<file path="config.mk">
export PLATFORM = sky130hd
export DESIGN_NAME = stuffed_frame_receiver
export DESIGN_NICKNAME = d
export VERILOG_FILES = /design/src/rtl/sfr_pkg.sv /design/src/rtl/sfr_step.sv /design/src/rtl/stuffed_frame_receiver.sv
export SDC_FILE = /design/constraint.sdc
export NUM_CORES = 1
export LEC_CHECK = 0
export BUFFER_PORTS_ARGS = -buffer_cell sky130_fd_sc_hd__buf_2
export CAP_MARGIN = 20
export CORE_MARGIN = 5
export CORE_UTILIZATION = 25
export DETAILED_ROUTE_END_ITERATION = 6
export PLACE_DENSITY = 0.37
export SETUP_SLACK_MARGIN = 0.05
export SLEW_MARGIN = 0
export SYNTH_ARGS = -nofsm -noshare
export SYNTH_HDL_FRONTEND = slang
export SYNTH_SLANG_ARGS = --single-unit
</file>
<file path="constraint.sdc">
create_clock -name clk -period 8.2 [get_ports clk]
set_clock_uncertainty 0.1 [all_clocks]
set_input_delay 0.82 -clock clk [delete_from_list [all_inputs] [get_ports clk]]
set_output_delay 0.82 -clock clk [all_outputs]
set_load 0.01 [all_outputs]
</file>
<file path="src/rtl/sfr_pkg.sv">
// sfr_pkg: shared types and codes for the stuffed frame receiver.
// Used by sfr_step and stuffed_frame_receiver; depends on nothing.
package sfr_pkg;

    // header search phases
    localparam logic [1:0] PHASE_WAIT_FF  = 2'd0;
    localparam logic [1:0] PHASE_WAIT_00  = 2'd1;
    localparam logic [1:0] PHASE_WAIT_LEN = 2'd2;

    // result kinds
    localparam logic [1:0] KIND_PAYLOAD   = 2'd0;
    localparam logic [1:0] KIND_GOOD      = 2'd1;
    localparam logic [1:0] KIND_BAD       = 2'd2;
    localparam logic [1:0] KIND_ABANDONED = 2'd3;

    // header bytes
    localparam logic [7:0] HDR_FIRST  = 8'hFF;
    localparam logic [7:0] HDR_SECOND = 8'h00;

    typedef struct packed {
        logic [1:0] phase;
        logic [7:0] frame_length;
        logic [7:0] bytes_received;
        logic [7:0] running_sum;
    } sfr_state_t;

    typedef struct packed {
        logic [7:0] byte_index;
        logic [7:0] byte_value;
        logic [1:0] kind;
    } sfr_result_t;

endpackage

</file>
<file path="src/rtl/sfr_step.sv">
// sfr_step: per-byte update of the frame receiver state and its result.
// Purely combinational; depends on sfr_pkg.
module sfr_step
(
    input  sfr_pkg::sfr_state_t  state,
    input  logic [7:0]           rx_byte,
    output sfr_pkg::sfr_state_t  state_next,
    output logic                 result_valid,
    output sfr_pkg::sfr_result_t result
);

    logic hdr_start;
    logic hdr_guard;
    logic frame_active;

    always_comb
    begin
        hdr_start = 1'b0;
        hdr_guard = 1'b0;
        state_next = state;
        unique case (state.phase)
            sfr_pkg::PHASE_WAIT_00:
            begin
                if (rx_byte == sfr_pkg::HDR_SECOND)
                begin
                    state_next.phase = sfr_pkg::PHASE_WAIT_LEN;
                end
                else if (rx_byte != sfr_pkg::HDR_FIRST)
                begin
                    state_next.phase = sfr_pkg::PHASE_WAIT_FF;
                end
            end
            sfr_pkg::PHASE_WAIT_LEN:
            begin
                state_next.phase = sfr_pkg::PHASE_WAIT_FF;
                hdr_guard = (rx_byte == 8'd0);
                hdr_start = (rx_byte != 8'd0);
            end
            default:
            begin
                state_next.phase = (rx_byte == sfr_pkg::HDR_FIRST) ?
                                   sfr_pkg::PHASE_WAIT_00 : sfr_pkg::PHASE_WAIT_FF;
            end
        endcase

        frame_active      = (state.frame_length != 8'd0);
        result_valid      = 1'b0;
        result.kind       = sfr_pkg::KIND_PAYLOAD;
        result.byte_value = rx_byte;
        result.byte_index = state.frame_length;

        if (hdr_guard)
        begin
            // stuffing guard: dropped
        end
        else if (hdr_start)
        begin
            result_valid              = frame_active;
            result.kind               = sfr_pkg::KIND_ABANDONED;
            state_next.frame_length   = rx_byte;
            state_next.bytes_received = 8'd0;
            state_next.running_sum    = 8'd0;
        end
        else if (frame_active)
        begin
            result_valid = 1'b1;
            if (state.bytes_received < state.frame_length)
            begin
                result.kind               = sfr_pkg::KIND_PAYLOAD;
                result.byte_index         = state.bytes_received;
                state_next.running_sum    = state.running_sum + rx_byte;
                state_next.bytes_received = state.bytes_received + 8'd1;
            end
            else
            begin
                result.kind = (rx_byte == ~state.running_sum) ?
                              sfr_pkg::KIND_GOOD : sfr_pkg::KIND_BAD;
                state_next.frame_length = 8'd0;
            end
        end
    end

endmodule

</file>
<file path="src/rtl/stuffed_frame_receiver.sv">
// stuffed_frame_receiver: top level of the byte-stuffed serial frame receiver.
// Depends on sfr_pkg and sfr_step.
//
//  channel   | direction | tdata                                   | tuser
//  s_axis    | in        | [7:0] rx_byte                           | -
//  m_axis    | out       | [7:0] byte_value, [15:8] byte_index     | [1:0] result_kind
//
// One byte per cycle sustained while results are taken. A byte waits in the input
// register, then the step logic updates the frame state and loads the result register.
// The result passes the input register and then the result register before it is valid.
// Bytes that give no result (guards, idle line, headers) still move on each cycle unless stalled.
// Reset returns the header search to its start with no frame open.
// A stalled result stalls the input register; tready drops only when both hold items.
module stuffed_frame_receiver
(
    input  logic        clk,
    input  logic        rst_n,
    input  logic        s_axis_tvalid,
    output logic        s_axis_tready,
    input  logic [7:0]  s_axis_tdata,   // [7:0] rx_byte
    output logic        m_axis_tvalid,
    input  logic        m_axis_tready,
    output logic [15:0] m_axis_tdata,   // [7:0] byte_value, [15:8] byte_index
    output logic [1:0]  m_axis_tuser    // [1:0] result_kind
);

    // input register
    logic       in_valid_reg;
    logic       in_valid_next;
    logic [7:0] in_byte_reg;

    // frame state
    sfr_pkg::sfr_state_t state_reg;
    sfr_pkg::sfr_state_t state_next;

    // result register
    logic                 out_valid_reg;
    logic                 out_valid_next;
    sfr_pkg::sfr_result_t out_reg;

    sfr_pkg::sfr_result_t step_result;
    logic                 step_valid;
    logic                 advance;
    logic                 in_take;

    sfr_step u_step
    (
        .state        (state_reg),
        .rx_byte      (in_byte_reg),
        .state_next   (state_next),
        .result_valid (step_valid),
        .result       (step_result)
    );

    // the held byte is processed once the result register can take its result
    assign advance       = in_valid_reg && (!out_valid_reg || m_axis_tready);
    assign s_axis_tready = !in_valid_reg || advance;
    assign in_take       = s_axis_tvalid && s_axis_tready;

    always_comb
    begin
        in_valid_next = in_valid_reg;
        if (in_take)
        begin
            in_valid_next = 1'b1;
        end
        else if (advance)
        begin
            in_valid_next = 1'b0;
        end

        out_valid_next = out_valid_reg;
        if (advance)
        begin
            out_valid_next = step_valid;
        end
        else if (m_axis_tready)
        begin
            out_valid_next = 1'b0;
        end
    end

    always_ff @(posedge clk or negedge rst_n)
    begin
        if (!rst_n)
        begin
            in_valid_reg         <= 1'b0;
            out_valid_reg        <= 1'b0;
            state_reg.phase          <= sfr_pkg::PHASE_WAIT_FF;
            state_reg.frame_length   <= 8'd0;
            state_reg.bytes_received <= 8'd0;
            state_reg.running_sum    <= 8'd0;
        end
        else
        begin
            in_valid_reg  <= in_valid_next;
            out_valid_reg <= out_valid_next;
            if (advance)
            begin
                state_reg <= state_next;
            end
        end
    end

    // payload registers, no reset
    always_ff @(posedge clk)
    begin
        if (in_take)
        begin
            in_byte_reg <= s_axis_tdata;
        end
        if (advance && step_valid)
        begin
            out_reg <= step_result;
        end
    end

    assign m_axis_tvalid = out_valid_reg;
    assign m_axis_tdata  = {out_reg.byte_index, out_reg.byte_value};
    assign m_axis_tuser  = out_reg.kind;

endmodule

</file>
* Yosys cells after proc, flatten, opt, wreduce, memory -nomap -nowiden *
Index checks and enable logic that the tools add are counted.

cells by class
  bitwise operators = 2
  muxes and demuxes = 25
  magnitude comparators = 1
  add/subtract/negate cells = 2
  $mul = 0
  shift-type cells = 0
  divide/modulo/power cells = 0
  equal/unequal tests = 7
  reductions and logical operators = 17

operators with widths
  cell                   count
  $mux W24               2
  $mux W8                5
  $mux W16               1
  $reduce_bool A8 Y1     2
  $mux W2                6
  $mux W1                10
  $add A8 B1 Y8 const B  1
  $add A8 B8 Y8          1
  $eq A8 B8 Y1           1
  $eq A8 B8 Y1 const B   1
  $logic_not A8 Y1       1
  $lt A8 B8 Y1           1
  $ne A8 B8 Y1 const B   1
  $not A8 Y8             1
  $reduce_and A4 Y1      2
  $reduce_bool A2 Y1     4
  $pmux W2 S2            1
  $logic_and A1 B1 Y1    3
  $ne A3 B1 Y1 const B   1
  $eq A2 B1 Y1 const B   1
  $eq A2 B2 Y1 const B   1
  $logic_not A1 Y1       2
  $logic_or A1 B1 Y1     2
  $ne A2 B1 Y1 const B   1
  2 further kinds        2

word-level totals
  memories = 0
  bits in registers = 54
  memory bits (writable) = 0
  memory bits (read-only) = 0
  output and inout port bits = 20
  bits in latches = 0
  word-level logic and storage cells = 64

* Depth between registers and ports, before layout *
  word-level depth = 6
  mapped depth = 9
  gate-level depth less buffers = 8

* Hierarchy *
Synthesis repeated with hierarchy kept, for this count alone.

second synthesis, totals
  cells, all modules = 268
  area total of the unflattened synthesis = 3240.6 µm²

modules (own cells, without submodules)
  module                  area an instance (µm²)  times used  cells an instance  seq. area each (µm²)
  stuffed_frame_receiver  1950.6                  1           91                 1481.4
  sfr_step                1290.0                  1           177                0.0

* Worst setup path before layout *
No wires, ideal clock.

  kind = input to register
  start = input m_axis_tready
  end = register out_reg (netlist bit m_axis_tdata[0]), enable pin
  data arrival time = 2.442 ns
  required time = 7.676 ns
  setup time = 0.424 ns
  setup slack = 5.234 ns
  buffers on the path = 0
  stages on the path = 2
  path through = o21ai_2 -> a211oi_1

between the ends
  word-level cells in the longest chain between the ends = 3

ends and longest elaborated chain
  item                  RTL line                       source
  start, declared       stuffed_frame_receiver.sv:22   input logic m_axis_tready,
  $logic_or A1 B1 Y1    stuffed_frame_receiver.sv:56   assign advance = in_valid_reg && (!out_valid_reg || m_axis_tready);
  $logic_and A1 B1 Y1   stuffed_frame_receiver.sv:56
  $logic_and A1 B1 Y1   stuffed_frame_receiver.sv:112  if (advance && step_valid)
  end signal, assigned  stuffed_frame_receiver.sv:114  out_reg <= step_result;
  end, declared         stuffed_frame_receiver.sv:39   sfr_pkg::sfr_result_t out_reg;

No other way between the ends.
A chain may end at the register's enable or synchronous reset.

* Final worst setup path *
  start = register state_reg[10] (netlist name)
  end = register state_reg[8] (netlist name)

between the ends
  word-level cells in the longest chain between the ends = 3

ends and longest elaborated chain
  item                          RTL line                       source
  start, declared               stuffed_frame_receiver.sv:33   sfr_pkg::sfr_state_t state_reg;
  start signal, assigned        stuffed_frame_receiver.sv:100  state_reg <= state_next;
  $lt A8 B8 Y1                  sfr_step.sv:67                 if (state.bytes_received < state.frame_length)
  $reduce_bool A2 Y1 (no line)  n/a
  $reduce_and A4 Y1 (no line)   n/a

No other way between the ends.

==> results.py <==
metrics = {
    "floorplan": {
        "die_w_um": 115,
        "initial_core_util": 0.255,
        "die_area_um2": 13200,
        "pin_count": 32,
        "core_um2": 10800,
        "rows": 38,
        "die_y_um": 115,
    },
    "status": {
        "status": "complete, no violations",
    },
    "sta": {
        "setup_tns_ns": 0,
        "fmax_ghz": 0.342,
        "slew_headroom": 0.309,
        "setup_viol": 0,
        "final.period_utilization": 0.356,
        "fin_crit_ns": 2.92,
        "tightest_slew_ns": 1.03,
        "final_hold_viol_count": 0,
        "maxSlewViolCount": 0,
        "rsz0062_at_grt": "false",
    },
    "worst_hold_path": {
        "whs_endpoint": "state_reg[0]",
        "hold_path_startpoint": "state_reg[0]",
        "min_path_cells": 2,
        "hold_path_class": "reg -> reg",
    },
    "clock_network": {
        "clock_latency_ns": 0.31,
        "postCtsSetupBuffers": 0,
        "clkSlewWorstSetupHoldPaths_ns": 0.11,
        "hold_buffers": 0,
        "ctsHtreeMaxLevel": 2,
        "cts_sinks": 54,
        "clockBufferDepth": 2,
        "cts_resized": 0,
        "cts_tree": "done",
        "numCtsBuffers": 5,
        "cts-root-buf": "clkbuf_8",
    },
    "place": {
        "globalplace.congestion": 0.736,
        "dp_hpwl_um": 4760,
        "portBuffers": 31,
    },
    "synth": {
        "synth-edff-count": 26,
        "synth_top_area_frac": 0.284,
        "syn_area_per_cell_um2": 12.2,
        "synth_flop_cell": "dfrtp_1",
        "synth-seq-area-share": 0.539,
        "synth.net_count": 256,
        "ys_top_cells_by_area": "edfxtp_1 28%, dfrtp_1 26%, ha_1 7.7%, a22o_1 6.4%, xor2_1 2.2%",
        "ys_warn_count": 0,
        "postSynthCellCount": 226,
        "ys_ff_latch": 54,
        "yosysTopAreaCell": "edfxtp_1",
        "ys_types": 47,
        "netlist_area_um2": 2750,
        "synthArstFlopShare": 0.519,
    },
    "pwr": {
        "p_per_area_nw_per_um2": 159,
        "cellLeakagePower_nw": 1.37,
        "total_power_mw": 0.502,
        "ir_drop_uv": 63.6,
    },
    "detailed_routing": {
        "vias": 1884,
        "via_per_inst": 4.70,
        "wl_um": 6390,
        "drtAntennaViolNets": 0,
        "dr.first_iter.drc_count": 63,
        "drcViolationCount": 0,
        "drt_pre_antenna_iters": 4,
        "wl_per_cell_um": 15.9,
    },
    "job": {
        "maxCapViolCount": 0,
    },
    "critical_path": {
        "worstSetupPathType": "reg -> reg",
        "cp-start-kind": "flip-flop",
        "required_ns": 8.29,
        "worstPathArrival_ns": 3.02,
        "r2r_slack_ns": 5.28,
        "reg2reg_depth": 6,
        "reg2reg_from": "state_reg[10]",
        "r2r_end": "state_reg[8]",
        "path_max_fanout": 14,
        "cp-end-kind": "flip-flop",
    },
    "global_route": {
        "grt_pass1_vias": 1943,
        "antenna_found_initial": 0,
        "gr-total-overflow": 0,
        "grt_first_pass_wirelength_um": 10400,
        "grt_start_max_net_pins": 29,
        "grt_use_total": 0.102,
    },
    "final_layout": {
        "drive_gt1_frac": 0.218,
        "largest_reg_flops": 26,
        "area_growth_pct": 15.2,
        "diodes": 0,
        "nets": 290,
    },
}
metal layers:
layer  vias to the layer above  track usage  wire (um)
met3                         7       0.0221        242
met4                         0       0.0321        101
met5                         -            0          0
met1                       939        0.142       3160
li1                        912            -          -
met2                        26        0.160       2890
per-stage QoR:
stage	cells	cell area [um2]	hold WS [ns]	setup slack (ns)	util
2_1_floorplan	226	2750	0.343	5.23	-
3_3_place_gp	393	3050	0.384	5.33	0.283
3_5_place_dp	393	3050	0.379	5.28	0.283
4_1_cts	401	3160	0.402	5.24	0.293
5_1_grt	401	3160	0.434	5.10	0.293
6_report	401	3160	0.397	5.28	0.293
layout make-up:
| cell class | instances | area (um2) |
|---|---|---|
| Clock inverter | 3 | 43.8 |
| Sequential cell | 54 | 1480 |
| Tap cell | 140 | 175 |
| Multi-Input combinational cell | 153 | 1180 |
| Clock buffer | 5 | 68.8 |
| Fill cell | 1101 | 7630 |
| Timing Repair Buffer | 32 | 163 |
| Inverter | 14 | 52.6 |
cell families after synthesis:
logic type,Yosys count,share of synthesized area
AND/OR/NAND/NOR,62,0.119
AO/OA/AOI/OAI,60,0.182
flip-flops,54,0.539
buffers and inverters,19,0.0332
adder cells (fa/ha/maj),18,0.0847
XOR/XNOR,12,0.0383
multiplexers,1,0.00410
Yosys cell counts (2+ instances only):
| cell type | n |
|---|---|
| dfrtp_1 | 28 |
| edfxtp_1 | 26 |
| a22o_1 | 20 |
| ha_1 | 17 |
| nand2_1 | 16 |
| inv_1 | 14 |
| nor2_1 | 14 |
| nand3_1 | 7 |
| xor2_1 | 7 |
| a21oi_1 | 6 |
| a21o_1 | 5 |
| o21ai_2 | 5 |
| xnor2_1 | 5 |
| nand2b_1 | 4 |
| nand4_1 | 4 |
| o31ai_1 | 4 |
| a211oi_1 | 3 |
| nor2b_1 | 3 |
| o21ai_0 | 3 |
| or4_4 | 3 |
| buf_6 | 2 |
| nor2_2 | 2 |
| nor3_1 | 2 |
| o2111ai_1 | 2 |
| o211ai_1 | 2 |
placed cells by master, fill, tap and decap left out, types with 5 or more instances in the layout:
cell type  instances
clkbuf_8           5
edfxtp_1          26
inv_1             14
xnor2_1            5
a21o_1             5
buf_2             31
nand2_1           16
xor2_1             7
o21ai_2            5
a21oi_1            6
nor2_1            14
ha_1              17
nand3_1            7
a22o_1            20
dfrtp_1           28
worst max path at each step:
stage                        from         endpoint
floorplan           m_axis_tready  m_axis_tdata[0]
global placement    state_reg[10]     state_reg[8]
detailed placement  state_reg[10]     state_reg[8]
CTS                 state_reg[10]     state_reg[8]
global route        state_reg[10]     state_reg[8]
finish              state_reg[10]     state_reg[8]
worst max-delay path, cell delays in order, from the launching register on:
cell and delay [ns]:
dfrtp_1 0.48, ha_1 0.34, a211oi_1 0.29, o21ai_2 0.14, a2111oi_4 0.83, nor2_2 0.27, mux2_2 0.35
power by group:
group | internal, mW | leakage, nW | switching, mW
registers | 0.288 | 0.645 | 0.00808
clock network | 0.0917 | 0.0585 | 0.0914
logic | 0.00867 | 0.664 | 0.0138
Note: power is estimated with default switching activity, not from simulation.
